--- config.mk ---
export PLATFORM = sky130hd
export DESIGN_NAME = integer_to_radix_digits
export DESIGN_NICKNAME = d
export VERILOG_FILES = /design/src/sv/irdx_pkg.sv /design/src/sv/integer_to_radix_digits.sv /design/src/sv/irdx_divider.sv
export SDC_FILE = /design/constraint.sdc
export NUM_CORES = 1
export LEC_CHECK = 0
export ABC_AREA = 1
export BUFFER_PORTS_ARGS = -buffer_cell sky130_fd_sc_hd__buf_2
export CAP_MARGIN = 20
export CORE_ASPECT_RATIO = 0.75
export CORE_MARGIN = 1
export CORE_UTILIZATION = 55
export DETAILED_ROUTE_END_ITERATION = 10
export GPL_ROUTABILITY_DRIVEN = 0
export GPL_TIMING_DRIVEN = 0
export HOLD_SLACK_MARGIN = 0.1
export PLACE_DENSITY = 0.76
export RECOVER_POWER = 25
export SETUP_SLACK_MARGIN = 0.02
export SLEW_MARGIN = 25
export SYNTH_ARGS = -nofsm -noshare
export SYNTH_HDL_FRONTEND = slang
export SYNTH_SLANG_ARGS = --single-unit
export TNS_END_PERCENT = 50
--- constraint.sdc ---
create_clock -name clk -period 5.5 [get_ports clk]
set_clock_uncertainty 0.05 [all_clocks]
set_input_delay 0.275 -clock clk [delete_from_list [all_inputs] [get_ports clk]]
set_output_delay 0.275 -clock clk [all_outputs]
set_load 0.01 [all_outputs]
--- src/sv/irdx_pkg.sv ---
// ----------------------------------------------------------------------------
// irdx_pkg
// Shared types, constants and helpers for the integer to radix text converter.
// ----------------------------------------------------------------------------
package irdx_pkg;

    localparam int VALUE_BITS = 32;
    localparam int RADIX_W    = 6;
    localparam int DIGIT_W    = 6;
    localparam int CHAR_W     = 7;
    localparam int CNT_W      = $clog2(VALUE_BITS);
    localparam int ND_W       = $clog2(VALUE_BITS + 1);

    typedef logic [VALUE_BITS-1:0] value_t;
    typedef logic [RADIX_W-1:0]    radix_t;
    typedef logic [DIGIT_W-1:0]    digit_t;
    typedef logic [CHAR_W-1:0]     char_t;

    localparam radix_t RADIX_MIN   = radix_t'(2);
    localparam radix_t RADIX_MAX   = radix_t'(36);
    localparam radix_t RADIX_RESET = radix_t'(10);

    localparam char_t ASCII_ZERO     = char_t'(48);
    localparam char_t ASCII_MINUS    = char_t'(45);
    localparam char_t ASCII_LETTER_A = char_t'(65);
    localparam digit_t DECIMAL_DIGITS = digit_t'(10);

    typedef struct packed {
        logic   start;
        value_t dividend;
        radix_t divisor;
    } div_req_t;

    typedef struct packed {
        logic   done;
        value_t quotient;
        digit_t remainder;
    } div_result_t;

    function automatic radix_t eff_radix(radix_t r);
        radix_t res;
        res = r;
        if (r < RADIX_MIN)
        begin
            res = RADIX_MIN;
        end
        else if (r > RADIX_MAX)
        begin
            res = RADIX_MAX;
        end
        return res;
    endfunction

    function automatic char_t digit_char(digit_t d);
        char_t res;
        if (d < DECIMAL_DIGITS)
        begin
            res = ASCII_ZERO + char_t'(d);
        end
        else
        begin
            res = ASCII_LETTER_A + char_t'(d - DECIMAL_DIGITS);
        end
        return res;
    endfunction

endpackage

--- src/sv/integer_to_radix_digits.sv ---
// ----------------------------------------------------------------------------
// integer_to_radix_digits
// Converts a signed integer to its ASCII text in a configurable radix,
// one character per output request, sign first, most significant digit first.
//
//   channel   direction  handshake               payload
//   value     in         value_valid/value_stall value
//   char      out        char_valid/char_stall   char_code, last
//   cfg       in         cfg_valid/cfg_ready     cfg_data (radix)
//
// Each digit costs one pass of the shared divider.
// value_stall is high from acceptance until the last character is loaded.
// Output stalls hold the character register and pause emission.
// Reset sets the radix to 10 and leaves the block idle with no output.
// ----------------------------------------------------------------------------
module integer_to_radix_digits
(
    input  logic                                 clk,
    input  logic                                 rst_n,
    input  logic                                 value_valid,
    output logic                                 value_stall,
    input  logic signed [irdx_pkg::VALUE_BITS-1:0] value,
    output logic                                 char_valid,
    input  logic                                 char_stall,
    output irdx_pkg::char_t                      char_code,
    output logic                                 last,
    input  logic                                 cfg_valid,
    output logic                                 cfg_ready,
    input  irdx_pkg::radix_t                     cfg_data
);

    localparam logic [1:0] S_IDLE = 2'd0;
    localparam logic [1:0] S_DIV  = 2'd1;
    localparam logic [1:0] S_EMIT = 2'd2;

    localparam logic [irdx_pkg::ND_W-1:0] ND_ONE = irdx_pkg::ND_W'(1);

    logic [1:0]                  state_reg;
    logic [1:0]                  state_next;
    irdx_pkg::radix_t            radix_reg;
    logic                        neg_reg;
    logic                        neg_next;
    logic [irdx_pkg::ND_W-1:0]   nd_reg;
    logic [irdx_pkg::ND_W-1:0]   nd_next;
    logic                        out_valid_reg;
    logic                        out_valid_next;
    irdx_pkg::char_t             out_char_reg;
    irdx_pkg::char_t             out_char_next;
    logic                        out_last_reg;
    logic                        out_last_next;
    irdx_pkg::digit_t            stack_reg [irdx_pkg::VALUE_BITS];

    irdx_pkg::div_req_t          div_req;
    irdx_pkg::div_result_t       div_res;
    irdx_pkg::value_t            mag;
    logic                        accept;
    logic                        push;
    logic                        pop;
    logic                        load;
    logic                        more;

    assign accept      = value_valid && (state_reg == S_IDLE);
    assign value_stall = (state_reg != S_IDLE);
    assign cfg_ready   = (state_reg == S_IDLE) && !value_valid;

    assign mag  = value[irdx_pkg::VALUE_BITS-1] ? irdx_pkg::value_t'(-value)
                                                 : irdx_pkg::value_t'(value);
    assign push = (state_reg == S_DIV) && div_res.done;
    assign more = (div_res.quotient != '0);
    assign load = (state_reg == S_EMIT) && (!out_valid_reg || !char_stall);
    assign pop  = load && !neg_reg;

    assign div_req.start    = accept || (push && more);
    assign div_req.dividend = accept ? mag : div_res.quotient;
    assign div_req.divisor  = irdx_pkg::eff_radix(radix_reg);

    irdx_divider u_divider
    (
        .clk    (clk),
        .rst_n  (rst_n),
        .req    (div_req),
        .result (div_res)
    );

    always_comb
    begin
        state_next     = state_reg;
        neg_next       = neg_reg;
        nd_next        = nd_reg;
        out_valid_next = out_valid_reg && char_stall;
        out_char_next  = out_char_reg;
        out_last_next  = out_last_reg;
        unique case (state_reg)
            S_IDLE:
            begin
                if (accept)
                begin
                    neg_next   = value[irdx_pkg::VALUE_BITS-1];
                    nd_next    = '0;
                    state_next = S_DIV;
                end
            end
            S_DIV:
            begin
                if (push)
                begin
                    nd_next = nd_reg + 1'b1;
                    if (!more)
                    begin
                        state_next = S_EMIT;
                    end
                end
            end
            S_EMIT:
            begin
                if (load)
                begin
                    out_valid_next = 1'b1;
                    if (neg_reg)
                    begin
                        out_char_next = irdx_pkg::ASCII_MINUS;
                        out_last_next = 1'b0;
                        neg_next      = 1'b0;
                    end
                    else
                    begin
                        out_char_next = irdx_pkg::digit_char(stack_reg[0]);
                        out_last_next = (nd_reg == ND_ONE);
                        nd_next       = nd_reg - 1'b1;
                        if (nd_reg == ND_ONE)
                        begin
                            state_next = S_IDLE;
                        end
                    end
                end
            end
            default:
            begin
                state_next = S_IDLE;
            end
        endcase
    end

    always_ff @(posedge clk or negedge rst_n)
    begin
        if (!rst_n)
        begin
            state_reg     <= S_IDLE;
            radix_reg     <= irdx_pkg::RADIX_RESET;
            neg_reg       <= 1'b0;
            nd_reg        <= '0;
            out_valid_reg <= 1'b0;
        end
        else
        begin
            state_reg     <= state_next;
            neg_reg       <= neg_next;
            nd_reg        <= nd_next;
            out_valid_reg <= out_valid_next;
            if (cfg_valid && cfg_ready)
            begin
                radix_reg <= cfg_data;
            end
        end
    end

    always_ff @(posedge clk)
    begin
        out_char_reg <= out_char_next;
        out_last_reg <= out_last_next;
    end

    // digit stack: push at entry 0 while dividing, pop from entry 0 while emitting
    always_ff @(posedge clk)
    begin
        if (push)
        begin
            stack_reg[0] <= div_res.remainder;
            for (int i = 1; i < irdx_pkg::VALUE_BITS; i++)
            begin
                stack_reg[i] <= stack_reg[i-1];
            end
        end
        else if (pop)
        begin
            for (int i = 0; i < irdx_pkg::VALUE_BITS - 1; i++)
            begin
                stack_reg[i] <= stack_reg[i+1];
            end
        end
    end

    assign char_valid = out_valid_reg;
    assign char_code  = out_char_reg;
    assign last       = out_last_reg;

`ifndef SYNTHESIS
    a_nd_bound: assert property (@(posedge clk) disable iff (!rst_n)
        nd_reg <= irdx_pkg::ND_W'(irdx_pkg::VALUE_BITS))
        else $error("digit count exceeds stack depth");

    a_pop_nonempty: assert property (@(posedge clk) disable iff (!rst_n)
        pop |-> nd_reg != '0)
        else $error("pop from empty digit stack");

    a_done_in_div: assert property (@(posedge clk) disable iff (!rst_n)
        div_res.done |-> state_reg == S_DIV)
        else $error("divider finished outside divide phase");

    a_accept_div: assert property (@(posedge clk) disable iff (!rst_n)
        accept |=> state_reg == S_DIV && nd_reg == '0)
        else $error("accepted request did not start division");

    a_emit_nonempty: assert property (@(posedge clk) disable iff (!rst_n)
        state_reg == S_EMIT |-> nd_reg != '0)
        else $error("emit phase with no digits");
`endif

endmodule

--- src/sv/irdx_divider.sv ---
// ----------------------------------------------------------------------------
// irdx_divider
// Restoring shift-subtract divider, one quotient bit per cycle, by a small
// radix. Gives quotient and remainder with a one-cycle done pulse.
// ----------------------------------------------------------------------------
module irdx_divider
(
    input  logic                  clk,
    input  logic                  rst_n,
    input  irdx_pkg::div_req_t    req,
    output irdx_pkg::div_result_t result
);

    logic                       busy_reg;
    logic                       busy_next;
    logic                       done_reg;
    logic                       done_next;
    logic [irdx_pkg::CNT_W-1:0] count_reg;
    logic [irdx_pkg::CNT_W-1:0] count_next;
    irdx_pkg::value_t           quot_reg;
    irdx_pkg::value_t           quot_next;
    irdx_pkg::digit_t           rem_reg;
    irdx_pkg::digit_t           rem_next;
    irdx_pkg::radix_t           divisor_reg;
    irdx_pkg::radix_t           divisor_next;

    logic [irdx_pkg::DIGIT_W:0] trial;
    logic [irdx_pkg::DIGIT_W:0] diff;
    logic                       ge;

    assign trial = {rem_reg, quot_reg[irdx_pkg::VALUE_BITS-1]};
    assign diff  = trial - {1'b0, divisor_reg};
    assign ge    = (trial >= {1'b0, divisor_reg});

    always_comb
    begin
        busy_next    = busy_reg;
        done_next    = 1'b0;
        count_next   = count_reg;
        quot_next    = quot_reg;
        rem_next     = rem_reg;
        divisor_next = divisor_reg;
        if (req.start)
        begin
            busy_next    = 1'b1;
            count_next   = irdx_pkg::CNT_W'(irdx_pkg::VALUE_BITS - 1);
            quot_next    = req.dividend;
            rem_next     = '0;
            divisor_next = req.divisor;
        end
        else if (busy_reg)
        begin
            quot_next  = {quot_reg[irdx_pkg::VALUE_BITS-2:0], ge};
            rem_next   = ge ? diff[irdx_pkg::DIGIT_W-1:0] : trial[irdx_pkg::DIGIT_W-1:0];
            count_next = count_reg - 1'b1;
            if (count_reg == '0)
            begin
                busy_next = 1'b0;
                done_next = 1'b1;
            end
        end
    end

    always_ff @(posedge clk or negedge rst_n)
    begin
        if (!rst_n)
        begin
            busy_reg  <= 1'b0;
            done_reg  <= 1'b0;
            count_reg <= '0;
        end
        else
        begin
            busy_reg  <= busy_next;
            done_reg  <= done_next;
            count_reg <= count_next;
        end
    end

    always_ff @(posedge clk)
    begin
        quot_reg    <= quot_next;
        rem_reg     <= rem_next;
        divisor_reg <= divisor_next;
    end

    assign result.done      = done_reg;
    assign result.quotient  = quot_reg;
    assign result.remainder = rem_reg;

endmodule
==> results of run 1 <==
final cells by class:
type                            count  area (um2)
Fill cell                        1872        8383
Sequential cell                   267        7845
Multi-Input combinational cell    836        4395
Clock buffer                       39       783.3
Timing Repair Buffer               69       450.4
Inverter                          112       420.4
Tap cell                          300       375.4
Buffer                             46       304.0
Clock inverter                      8       105.1
worst max-delay path: cells and delay by family (launching register included):
kind / cells / cell delay (ns)
adders and majority gates: 1 / 0.28
buffers and inverters: 4 / 0.68
DFF: 1 / 0.40
muxes: 1 / 0.35
and+or+nand+nor: 3 / 1.21
synthesized netlist by cell type:
library cell,count
sky130_fd_sc_hd__o31ai_1,2
sky130_fd_sc_hd__xor2_1,12
sky130_fd_sc_hd__dfstp_2,2
sky130_fd_sc_hd__buf_1,3
sky130_fd_sc_hd__or2_2,1
sky130_fd_sc_hd__buf_12,1
sky130_fd_sc_hd__nand3_1,53
sky130_fd_sc_hd__buf_4,2
sky130_fd_sc_hd__inv_1,110
sky130_fd_sc_hd__nand2_2,1
sky130_fd_sc_hd__nand2_1,389
sky130_fd_sc_hd__nor3_1,4
sky130_fd_sc_hd__nor2_4,1
sky130_fd_sc_hd__o41ai_1,1
sky130_fd_sc_hd__edfxtp_1,238
sky130_fd_sc_hd__o21ai_2,1
sky130_fd_sc_hd__a21oi_1,30
sky130_fd_sc_hd__a21boi_0,1
sky130_fd_sc_hd__dfxtp_1,6
sky130_fd_sc_hd__clkbuf_1,17
sky130_fd_sc_hd__a21oi_2,4
sky130_fd_sc_hd__nand4_1,14
sky130_fd_sc_hd__buf_2,11
sky130_fd_sc_hd__clkbuf_8,7
sky130_fd_sc_hd__fa_1,1
sky130_fd_sc_hd__nor4_1,2
sky130_fd_sc_hd__nand3b_1,2
sky130_fd_sc_hd__o221ai_1,1
sky130_fd_sc_hd__xnor2_1,11
sky130_fd_sc_hd__o21ai_1,1
sky130_fd_sc_hd__dfrtp_1,21
sky130_fd_sc_hd__nor2_1,101
sky130_fd_sc_hd__o21ai_0,96
sky130_fd_sc_hd__ha_1,19
sky130_fd_sc_hd__o22ai_1,3
sky130_fd_sc_hd__nor2_2,2
sky130_fd_sc_hd__mux2_2,79
sky130_fd_sc_hd__inv_2,2
sky130_fd_sc_hd__a31oi_1,2
sky130_fd_sc_hd__a21o_1,1
sky130_fd_sc_hd__buf_6,5
sky130_fd_sc_hd__a211oi_1,1
path summary, 6_finish.rpt:
check | start | end | slack [ns] | depth (start not counted)
worst max-delay path | state_reg[0]$_DFFE_PN0P_ | stack_reg[0][66]$_DFFE_PP_ | 2.27 | 9
worst min-delay path | value[21] | u_divider.quot_reg[21]$_DFFE_PP_ | 0.12 | 5
worst max register to register | state_reg[0]$_DFFE_PN0P_ | stack_reg[0][66]$_DFFE_PP_ | 2.27 | 9
worst min register to register | stack_reg[0][181]$_DFFE_PP_ | stack_reg[0][187]$_DFFE_PP_ | 0.40 | 0
max in group asynchronous | rst_n | u_divider.count_reg[1]$_DFFE_PN0P_ | 4.10 | 2
min in group asynchronous | rst_n | nd_reg[3]$_DFFE_PN0P_ | 0.50 | 2
cells by family after synthesis:
kind of cell    after synthesis  share of synthesized area [%]
compound gates              144                          5.902
buf+inv                     158                          5.690
fa+ha+maj                    20                          1.987
simple gates                570                          17.54
mux                          79                          6.857
xor+xnor                     23                          1.553
flops                       267                          60.47
power by group:
part,internal [W],switching [W],total [W],leakage (nW)
clock network,0.00108,0.000754,0.00184,0.432
registers,0.00294,0.000267,0.00321,2.54
logic,0.000716,0.00115,0.00187,2.96
total,0.00474,0.00218,0.00691,5.93
what timing repair did:
item,in CTS,in global routing
hold endpoints to repair,35,0
hold buffers,15,0
gates resized for setup,0,0
through the flow:
stage,setup TNS [ns],worst slack [ns],hold WS (ns),power (W)
2_1_floorplan,0,1.440,-0.07059,0.004586
3_3_place_gp,-30.37,-0.1711,0.2300,0.005021
3_5_place_dp,0,2.389,0.2375,0.005086
4_1_cts,0,2.406,0.1025,0.006945
5_1_grt,0,2.039,0.1129,0.007293
6_report,0,2.274,0.1166,0.006914
layer usage:
metal	GRT usage [%]	up-vias	part of all wire (%)
met5	0	-	0
met3	2.900	33	5.4
met1	34.32	4307	50
met2	33.12	272	43
li1	-	4460	-
met4	4.855	0	1.5
cells in the final DEF (no fill, tap or decap), types with 2 or more instances in the layout:
master                          netlist  final
sky130_fd_sc_hd__xnor2_1             11     11
sky130_fd_sc_hd__nand3b_1             2      2
sky130_fd_sc_hd__nor3_1               4      4
sky130_fd_sc_hd__buf_16               0      2
sky130_fd_sc_hd__mux2_2              79     79
sky130_fd_sc_hd__dfxtp_1              6      6
sky130_fd_sc_hd__xor2_1              12     12
sky130_fd_sc_hd__dfrtp_1             21     21
sky130_fd_sc_hd__clkbuf_16            0     29
sky130_fd_sc_hd__nand3_1             53     53
sky130_fd_sc_hd__nand4_1             14     14
sky130_fd_sc_hd__buf_1                3      2
sky130_fd_sc_hd__o21ai_0             96     98
sky130_fd_sc_hd__dfstp_2              2      2
sky130_fd_sc_hd__dlygate4sd3_1        0     15
sky130_fd_sc_hd__o31ai_1              2      2
sky130_fd_sc_hd__bufinv_16            0      2
sky130_fd_sc_hd__inv_1              110    112
sky130_fd_sc_hd__buf_2               11     46
sky130_fd_sc_hd__o22ai_1              3      3
sky130_fd_sc_hd__clkbuf_8             7      9
sky130_fd_sc_hd__nand2_1            389    388
sky130_fd_sc_hd__a21oi_2              4      4
sky130_fd_sc_hd__clkinv_1             0      3
sky130_fd_sc_hd__clkbuf_1            17     45
sky130_fd_sc_hd__ha_1                19     19
sky130_fd_sc_hd__edfxtp_1           238    238
sky130_fd_sc_hd__buf_6                5      5
sky130_fd_sc_hd__nor2_1             101    102
sky130_fd_sc_hd__a21oi_1             30     30
sky130_fd_sc_hd__a31oi_1              2      2
sky130_fd_sc_hd__nor2_2               2      2
sky130_fd_sc_hd__nor4_1               2      2
==> results.py, run 1 <==
metrics = {
    "layout": {
        "syn_to_final_growth_pct": 13.15,
        "final_nets": 1422,
        "final_core_utilization_pct": 63.65,
        "finish.cell_count_without_fillers": 1677,
        "layout.cell_area.non_filler_um2": 14680,
        "antenna-diode-count": 0,
        "largest_register_ffs": 192,
        "drive_above_1_share_pct": 13.58,
    },
    "clocking": {
        "clock_tree.buffer_depth": 3,
        "clkSlewWorstSetupHoldPaths_ns": 0.06,
        "cts_sinks": 267,
        "cts_made_buffers": 27,
        "post-cts-setup-buffers": 0,
        "cts_tree": "yes",
        "insertion_delay_of_the_later_clocked_pin_in_the_worst_skew_pair_ns": 0.55,
        "clock-root-buffer": "sky130_fd_sc_hd__clkbuf_16",
        "cts_max_level": 1,
    },
    "critical_path": {
        "timing.critical_path.fanout_max": 10,
        "critical_path.slowest_cell": "sky130_fd_sc_hd__nor2_1",
        "crit_top_cell": "sky130_fd_sc_hd__inv_1",
        "criticalPathCategory": "reg2reg",
        "cp.required_ns": 5.73,
        "worst-endpoint-arrival_ns": 3.46,
        "critical_path.startpoint_type": "flip-flop",
        "slowest_delay_ns": 0.59,
        "timing.critical_path.to_type": "flip-flop",
        "path_cells": "inv_1 -> ha_1 -> inv_1 -> nor2_1 -> nand2_1 -> nor2_2 -> buf_6 -> clkbuf_8 -> mux2_2",
    },
    "logic_synthesis": {
        "synth.top_cell.area_share_pct": 55.09,
        "ys_warns": 0,
        "synthesis.area_um2": 12970,
        "ys_seq_elements": 267,
        "avgSynthCellArea_um2": 10.29,
        "synth.net_count": 1324,
        "netlist_instances": 1261,
        "seq_area_frac_synth_pct": 60.47,
        "synth.area.top_cells": "sky130_fd_sc_hd__edfxtp_1, sky130_fd_sc_hd__nand2_1, sky130_fd_sc_hd__mux2_2",
        "synthDistinctLibCells": 42,
        "yosys.area.top_type": "sky130_fd_sc_hd__edfxtp_1",
    },
    "routing": {
        "ant_nets": 0,
        "wl_per_cell_um": 15.59,
        "drt-vias-per-instance": 5.410,
        "post-route-drc-count": 0,
        "drt_iter0_drc": 837,
        "vias": 9072,
        "wirelength_um": 26150,
        "dr_pass1_iterations": 5,
    },
    "grt": {
        "overall_global_routing_usage_pct": 22.11,
        "antenna_violations_before_repair": 0,
        "grt_first_pass_wirelength_um": 42500,
        "pin_count_of_the_biggest_net_entering_global_routing": 87,
        "grt_overflow_total": 0,
        "via_count_of_the_first_global_routing_pass": 8493,
    },
    "pwr": {
        "peak_ir_drop_on_the_vdd_network_mv": 0.3474,
        "cellLeakagePower_nw": 5.925,
        "power-per-cell-area_nw_per_um2": 471.0,
    },
    "sta": {
        "worst_slew_pin_slew_ns": 1.312,
        "relSlewSlack_pct": 12.54,
        "hold_viol_final": 0,
        "timing.final.max_slew_violations": 0,
        "rsz0062_at_grt": "false",
        "period_share_pct": 58.66,
        "layout_min_cycle_time_ns": 3.226,
        "timing.final.setup_violations": 0,
        "maxClockFrequency_ghz": 0.3100,
    },
    "die": {
        "floorplan.io_pins": 54,
        "die_x_um": 179.3,
        "floorplan.core_area_um2": 23060,
        "design.die.area_um2": 24210,
        "num_rows": 48,
        "die_y_extent_um": 135.0,
        "floorplan.initialDensity_pct": 56.26,
    },
    "place": {
        "dp_hpwl_um": 18120,
        "dpl_cell_area_um2": 13680,
        "dpl.cell_count": 1615,
        "numPortBuffers": 52,
    },
    "run": {
        "maxCapViolations": 0,
    },
    "hold_path": {
        "hold_removal_path_class": "in2reg",
    },
    "status": {
        "result_of_the_run": "finished, final reports clean",
    },
}
(Power assumes the default switching activity.)
==> run 2: changes to the inputs <==
--- a/config.mk
+++ b/config.mk
@@ -5,7 +5,7 @@
 export SDC_FILE = /design/constraint.sdc
 export NUM_CORES = 1
 export LEC_CHECK = 0
-export ABC_AREA = 1
+export ABC_AREA = 0
 export BUFFER_PORTS_ARGS = -buffer_cell sky130_fd_sc_hd__buf_2
 export CAP_MARGIN = 20
 export CORE_ASPECT_RATIO = 0.75
@@ -15,7 +15,7 @@
 export GPL_ROUTABILITY_DRIVEN = 0
 export GPL_TIMING_DRIVEN = 0
 export HOLD_SLACK_MARGIN = 0.1
-export PLACE_DENSITY = 0.76
+export PLACE_DENSITY = 0.73
 export RECOVER_POWER = 25
 export SETUP_SLACK_MARGIN = 0.02
 export SLEW_MARGIN = 25
==> constraint.sdc (replaced) <==
create_clock -name clk -period 3.1 [get_ports clk]
set_clock_uncertainty 0.05 [all_clocks]
set_input_delay 0.155 -clock clk [delete_from_list [all_inputs] [get_ports clk]]
set_output_delay 0.155 -clock clk [all_outputs]
set_load 0.01 [all_outputs]
==> results.py, run 2 <==
metrics = {
    "status": {
        "result_of_the_run": "finished, final reports clean",
    },
    "layout": {
        "syn_to_final_growth_pct": 16.17,
        "final_cell_mix": "sky130_fd_sc_hd__edfxtp_1, sky130_fd_sc_hd__mux2_2, sky130_fd_sc_hd__nand2_1",
        "drive_above_1_share_pct": 29.04,
        "largest_register_ffs": 192,
        "antenna-diode-count": 0,
        "final_nets": 1085,
        "leading_cell_type_in_the_layout_fill_and_taps_excluded": "sky130_fd_sc_hd__edfxtp_1",
        "final_core_utilization_pct": 65.54,
    },
    "critical_path": {
        "critical_path.startpoint_type": "flip-flop",
        "r2r_start": "state_reg[1]$_DFFE_PN0P_",
        "timing.critical_path.to_type": "flip-flop",
        "timing.critical_path.fanout_max": 15,
        "critical_path.startpoint": "state_reg[1]$_DFFE_PN0P_",
        "regToRegEndpoint": "stack_reg[0][140]$_DFFE_PP_",
        "worst-r2r-cell-count": 7,
        "worst-endpoint-arrival_ns": 3.13,
        "cp.required_ns": 3.32,
        "criticalPathCategory": "reg2reg",
        "ff2ff_setup_slack_ns": 0.19,
    },
    "routing": {
        "dr_pass1_iterations": 5,
        "post-route-drc-count": 0,
        "drt-vias-per-instance": 5.603,
        "ant_nets": 0,
        "wl_per_cell_um": 17.77,
        "vias": 7475,
        "wirelength_um": 23710,
        "drt_iter0_drc": 753,
    },
    "sta": {
        "hold_viol_final": 0,
        "holdWs_ns": 0.1033,
        "layout_min_cycle_time_ns": 2.912,
        "maxClockFrequency_ghz": 0.3434,
        "rsz0062_at_grt": "false",
        "worst_slew_pin_slew_ns": 1.347,
        "period_share_pct": 93.93,
        "relSlewSlack_pct": 10.17,
        "timing.final.setup_violations": 0,
        "finalSetupTns_ns": 0,
        "timing.final.max_slew_violations": 0,
    },
    "pwr": {
        "power-per-cell-area_nw_per_um2": 647.7,
        "cellLeakagePower_nw": 4.753,
        "pwr-share-comb_pct": 18.0,
        "power_frac_seq_pct": 49.5,
        "netSwitchingFraction_pct": 26.64,
        "p_int_w": 0.006923,
        "peak_ir_drop_on_the_vdd_network_mv": 0.3367,
        "p_clk_share_pct": 32.5,
        "p_total_w": 0.009437,
        "power.net_switching_w": 0.002514,
    },
    "logic_synthesis": {
        "synth.most_common_cell": "sky130_fd_sc_hd__edfxtp_1",
        "synth.area.top_cells": "sky130_fd_sc_hd__edfxtp_1, sky130_fd_sc_hd__mux2_2, sky130_fd_sc_hd__dfrtp_1",
        "ys_seq_elements": 267,
        "synth.top_cell.area_share_pct": 56.99,
        "netlist_instances": 893,
        "synthDistinctLibCells": 57,
        "avgSynthCellArea_um2": 14.04,
        "ys_async_sr_fraction_pct": 8.614,
        "ys_warns": 0,
        "yosys.area.top_type": "sky130_fd_sc_hd__edfxtp_1",
        "synth.net_count": 956,
        "seq_area_frac_synth_pct": 62.56,
        "synth.cells.most_frequent": "sky130_fd_sc_hd__edfxtp_1, sky130_fd_sc_hd__mux2_2, sky130_fd_sc_hd__nand2_1",
        "prevailing_post_synth_register_cell": "sky130_fd_sc_hd__edfxtp_1",
        "synth_edf_count": 238,
        "synthesis.area_um2": 12540,
    },
    "hold_path": {
        "worst_hold_startpoint": "cfg_valid",
        "hold_removal_path_class": "in2reg",
        "worstHoldEndpoint": "radix_reg[5]$_DFFE_PN0P_",
        "min_path_cells": 3,
    },
    "grt": {
        "antenna_violations_before_repair": 0,
        "overall_global_routing_usage_pct": 20.73,
        "grt_first_pass_wirelength_um": 38470,
        "via_count_of_the_first_global_routing_pass": 7413,
        "grt_overflow_total": 0,
        "pin_count_of_the_biggest_net_entering_global_routing": 77,
    },
    "die": {
        "floorplan.initialDensity_pct": 56.42,
        "floorplan.core_area_um2": 22230,
        "design.die.area_um2": 23420,
        "floorplan.io_pins": 54,
        "die_y_extent_um": 132.8,
        "die_x_um": 176.4,
        "num_rows": 47,
    },
    "clocking": {
        "clkSlewWorstSetupHoldPaths_ns": 0.06,
        "insertion_delay_of_the_later_clocked_pin_in_the_worst_skew_pair_ns": 0.53,
        "cts_made_buffers": 27,
        "cts_max_level": 1,
        "clock-root-buffer": "sky130_fd_sc_hd__clkbuf_16",
        "cts_tree": "yes",
        "clock_tree.buffer_depth": 3,
        "cts_sinks": 267,
    },
    "place": {
        "dp_hpwl_um": 15630,
        "numPortBuffers": 53,
    },
    "run": {
        "maxCapViolations": 0,
    },
}
-- run 2: cells by family after synthesis --
group,synth area share (%)
AOI/OAI and AO/OA,6.046
buffers and inverters,2.355
muxes,17.28
and+or+nand+nor,6.695
DFF,62.56
xor gates and xnor gates,2.933
adders and majority gates,2.135
-- run 2: repair_timing --
action,CTS,global route
pin swaps,1,0
buffers inserted,3,0
resized for setup,11,3
endpoints found under the hold margin,70,0
hold buffers,43,0
endpoints found under the setup margin,387,104
-- run 2: how the worst max path moves through the flow --
stage                                            endpoint  cells past startpoint
final                         stack_reg[0][140]$_DFFE_PP_                      7
after global routing           stack_reg[0][61]$_DFFE_PP_                      9
after CTS                     stack_reg[0][181]$_DFFE_PP_                      7
after detailed placement       stack_reg[0][95]$_DFFE_PP_                     10
after global placement    u_divider.quot_reg[6]$_DFFE_PP_                      9
after floorplan           u_divider.quot_reg[0]$_DFFE_PP_                      9
-- run 2: final cells by class --
class | instances | area, um2
buffer | 39 | 187.7
sequential | 267 | 7845
timing repair buffer | 102 | 782.0
inverter | 32 | 120.1
tap | 294 | 367.9
multi-input combinational | 553 | 4454
clock buffer | 33 | 698.2
clock inverter | 14 | 113.9
fill | 1598 | 7660
-- run 2: through the flow --
stage	area, um2	instances	worst slack, ns
3_5_place_dp	13280	1243	-0.8976
5_1_grt	14570	1334	0.05339
3_3_place_gp	13190	1240	-1.089
2_1_floorplan	12560	893	-0.02556
4_1_cts	14580	1335	0.06163
6_report	14570	1334	0.1881
-- run 2: power by group through the flow --
stage | sequential (W) | clock, W | combinational [W]
after floorplan | 0.00466 | 0 | 0.00118
after global placement | 0.00474 | 0 | 0.00149
after detailed placement | 0.00474 | 0 | 0.00158
after CTS | 0.00467 | 0.00311 | 0.00169
after global routing | 0.00473 | 0.00324 | 0.00190
final | 0.00468 | 0.00306 | 0.00170
-- run 2: per-layer routing --
metal | track usage, % | routed length [um] | vias up
li1 | - | - | 3600
met3 | 2.730 | 1031 | 30
met5 | 0 | 0 | -
met2 | 30.84 | 10360 | 175
met4 | 4.406 | 397 | 0
met1 | 32.53 | 11920 | 3670
-- run 2: worst max-delay path: stages (launching register included) --
cell	delay [ns]
sky130_fd_sc_hd__dfrtp_1	0.42
sky130_fd_sc_hd__inv_1	0.11
sky130_fd_sc_hd__ha_1	0.15
sky130_fd_sc_hd__clkbuf_1	0.41
sky130_fd_sc_hd__nand2_4	0.24
sky130_fd_sc_hd__inv_2	0.29
sky130_fd_sc_hd__clkdlybuf4s15_2	0.56
sky130_fd_sc_hd__mux2_2	0.40
==> run 3: changes to the inputs <==
--- a/config.mk
+++ b/config.mk
@@ -7,15 +7,16 @@
 export LEC_CHECK = 0
 export ABC_AREA = 0
 export BUFFER_PORTS_ARGS = -buffer_cell sky130_fd_sc_hd__buf_2
-export CAP_MARGIN = 20
+export CAP_MARGIN = 5
 export CORE_ASPECT_RATIO = 0.75
 export CORE_MARGIN = 1
-export CORE_UTILIZATION = 55
+export CORE_UTILIZATION = 29
+export CTS_CLUSTER_SIZE = 28
 export DETAILED_ROUTE_END_ITERATION = 10
 export GPL_ROUTABILITY_DRIVEN = 0
 export GPL_TIMING_DRIVEN = 0
 export HOLD_SLACK_MARGIN = 0.1
-export PLACE_DENSITY = 0.73
+export PLACE_DENSITY = 0.45
 export RECOVER_POWER = 25
 export SETUP_SLACK_MARGIN = 0.02
 export SLEW_MARGIN = 25
==> results.py, run 3 (same netlist as run 2, synthesis figures left out) <==
metrics = {
    "pwr": {
        "power_frac_seq_pct": 49.0,
        "p_total_w": 0.009632,
        "p_int_w": 0.006991,
        "p_clk_share_pct": 33.3,
        "peak_ir_drop_on_the_vdd_network_mv": 0.3913,
        "power-per-cell-area_nw_per_um2": 638.7,
        "netSwitchingFraction_pct": 27.42,
        "pwr-share-comb_pct": 17.7,
        "power.net_switching_w": 0.002641,
        "cellLeakagePower_nw": 4.829,
    },
    "grt": {
        "antenna_violations_before_repair": 0,
        "overall_global_routing_usage_pct": 12.18,
        "pin_count_of_the_biggest_net_entering_global_routing": 41,
        "grt_first_pass_wirelength_um": 42620,
        "via_count_of_the_first_global_routing_pass": 7339,
        "grt_overflow_total": 0,
    },
    "place": {
        "dpl_cell_area_um2": 13640,
        "dp_hpwl_um": 18160,
        "dpl.cell_count": 1519,
        "numPortBuffers": 53,
    },
    "routing": {
        "post-route-drc-count": 0,
        "drt-vias-per-instance": 4.593,
        "vias": 7441,
        "drt_iter0_drc": 580,
        "wirelength_um": 26820,
        "dr_pass1_iterations": 7,
        "ant_nets": 0,
        "wl_per_cell_um": 16.56,
    },
    "critical_path": {
        "timing.critical_path.to_type": "flip-flop",
        "worst-endpoint-arrival_ns": 3.08,
        "criticalPathCategory": "reg2reg",
        "critical_path.slowest_cell": "sky130_fd_sc_hd__dfrtp_1",
        "cp.required_ns": 3.28,
        "critical_path.startpoint_type": "flip-flop",
        "path_cells": "inv_1 -> ha_1 -> nand2_2 -> clkbuf_4 -> nand2_8 -> buf_16 -> bufbuf_16",
        "slowest_delay_ns": 0.41,
        "timing.critical_path.fanout_max": 39,
    },
    "layout": {
        "finish.cell_count_without_fillers": 1620,
        "final_nets": 1093,
        "syn_to_final_growth_pct": 20.25,
        "drive_above_1_share_pct": 29.69,
        "final_cell_mix": "sky130_fd_sc_hd__edfxtp_1, sky130_fd_sc_hd__mux2_2, sky130_fd_sc_hd__nand2_1",
        "largest_register_ffs": 192,
        "antenna-diode-count": 0,
        "leading_cell_type_in_the_layout_fill_and_taps_excluded": "sky130_fd_sc_hd__edfxtp_1",
        "layout.cell_area.non_filler_um2": 15080,
        "final.fill_count": 4169,
        "final_core_utilization_pct": 35.59,
    },
    "clocking": {
        "cts_made_buffers": 28,
        "clkSlewWorstSetupHoldPaths_ns": 0.06,
        "insertion_delay_of_the_later_clocked_pin_in_the_worst_skew_pair_ns": 0.54,
        "cts_sinks": 267,
        "clock_tree.buffer_depth": 3,
        "cts_max_level": 1,
        "cts_tree": "yes",
        "clock-root-buffer": "sky130_fd_sc_hd__clkbuf_16",
    },
    "die": {
        "die_x_um": 242.1,
        "num_rows": 65,
        "floorplan.initialDensity_pct": 29.60,
        "floorplan.io_pins": 54,
        "design.die.area_um2": 44090,
        "floorplan.core_area_um2": 42370,
        "die_y_extent_um": 182.1,
    },
    "status": {
        "result_of_the_run": "finished, final reports clean",
    },
    "sta": {
        "relSlewSlack_pct": 17.20,
        "period_share_pct": 93.35,
        "rsz0062_at_grt": "true",
        "timing.final.setup_violations": 0,
        "layout_min_cycle_time_ns": 2.894,
        "worst_slew_pin_slew_ns": 1.242,
        "timing.final.max_slew_violations": 0,
        "maxClockFrequency_ghz": 0.3456,
        "hold_viol_final": 0,
        "finalSetupTns_ns": 0,
    },
    "hold_path": {
        "hold_removal_path_class": "in2reg",
    },
    "run": {
        "maxCapViolations": 0,
    },
}
run 3: power by group through the flow:
stage | sequential [W] | clock [W] | combinational (W)
floorplan | 0.00466 | 0 | 0.00118
global placement | 0.00479 | 0 | 0.00156
detailed placement | 0.00479 | 0 | 0.00160
CTS | 0.00472 | 0.00332 | 0.00172
global route | 0.00477 | 0.00346 | 0.00196
finish | 0.00472 | 0.00321 | 0.00171
run 3: metrics by stage:
step	hold WS, ns	setup slack [ns]
3_5_place_dp	0.1293	-0.6190
2_1_floorplan	-0.1906	-0.02556
3_3_place_gp	0.1346	-1.518
5_1_grt	0.3490	-0.0009173
6_report	0.3608	0.2063
4_1_cts	0.3242	0.05387
run 3: path summary, 6_finish.rpt:
kind	to	slack, ns	cells past startpoint	startpoint
max	stack_reg[0][114]$_DFFE_PP_	0.21	7	state_reg[1]$_DFFE_PN0P_
min	char_valid$_DFF_PN0_	0.36	4	char_stall
max reg2reg	stack_reg[0][114]$_DFFE_PP_	0.21	7	state_reg[1]$_DFFE_PN0P_
min reg2reg	stack_reg[0][191]$_DFFE_PP_	0.40	0	stack_reg[0][185]$_DFFE_PP_
max in group asynchronous	u_divider.busy_reg$_DFF_PN0_	1.15	4	rst_n
min in group asynchronous	radix_reg[1]$_DFFE_PN1P_	0.67	3	rst_n
run 3: layout make-up:
cell class	instances	area [um2]	area share, %
sequential	267	7845	52.02
multi-input combinational	553	4454	29.54
timing repair buffer	110	900.9	5.974
clock buffer	34	754.5	5.003
tap	569	711.9	4.721
buffer	38	186.4	1.236
inverter	32	120.1	0.7965
clock inverter	17	107.6	0.7135
run 3: layer usage:
layer	GRT usage (%)	part of all wire (%)
met1	20.47	57
met2	15.48	37
met3	2.029	3.4
met4	2.937	1.9
met5	0	0
run 3: critical path: cells and delay by family (launching register included):
kind / cells / cell delay, ns
buffers and inverters: 4 / 1.12
AND/OR/NAND/NOR: 2 / 0.58
flip-flops: 1 / 0.41
adder cells (fa/ha/maj): 1 / 0.39
run 3: repair_timing:
action,in CTS,in global routing
endpoints found under the setup margin,340,129
pin swaps,2,0
resized for setup,13,6
buffers inserted,2,0
cloned,2,0
endpoints found under the hold margin,66,0
hold buffers,49,0
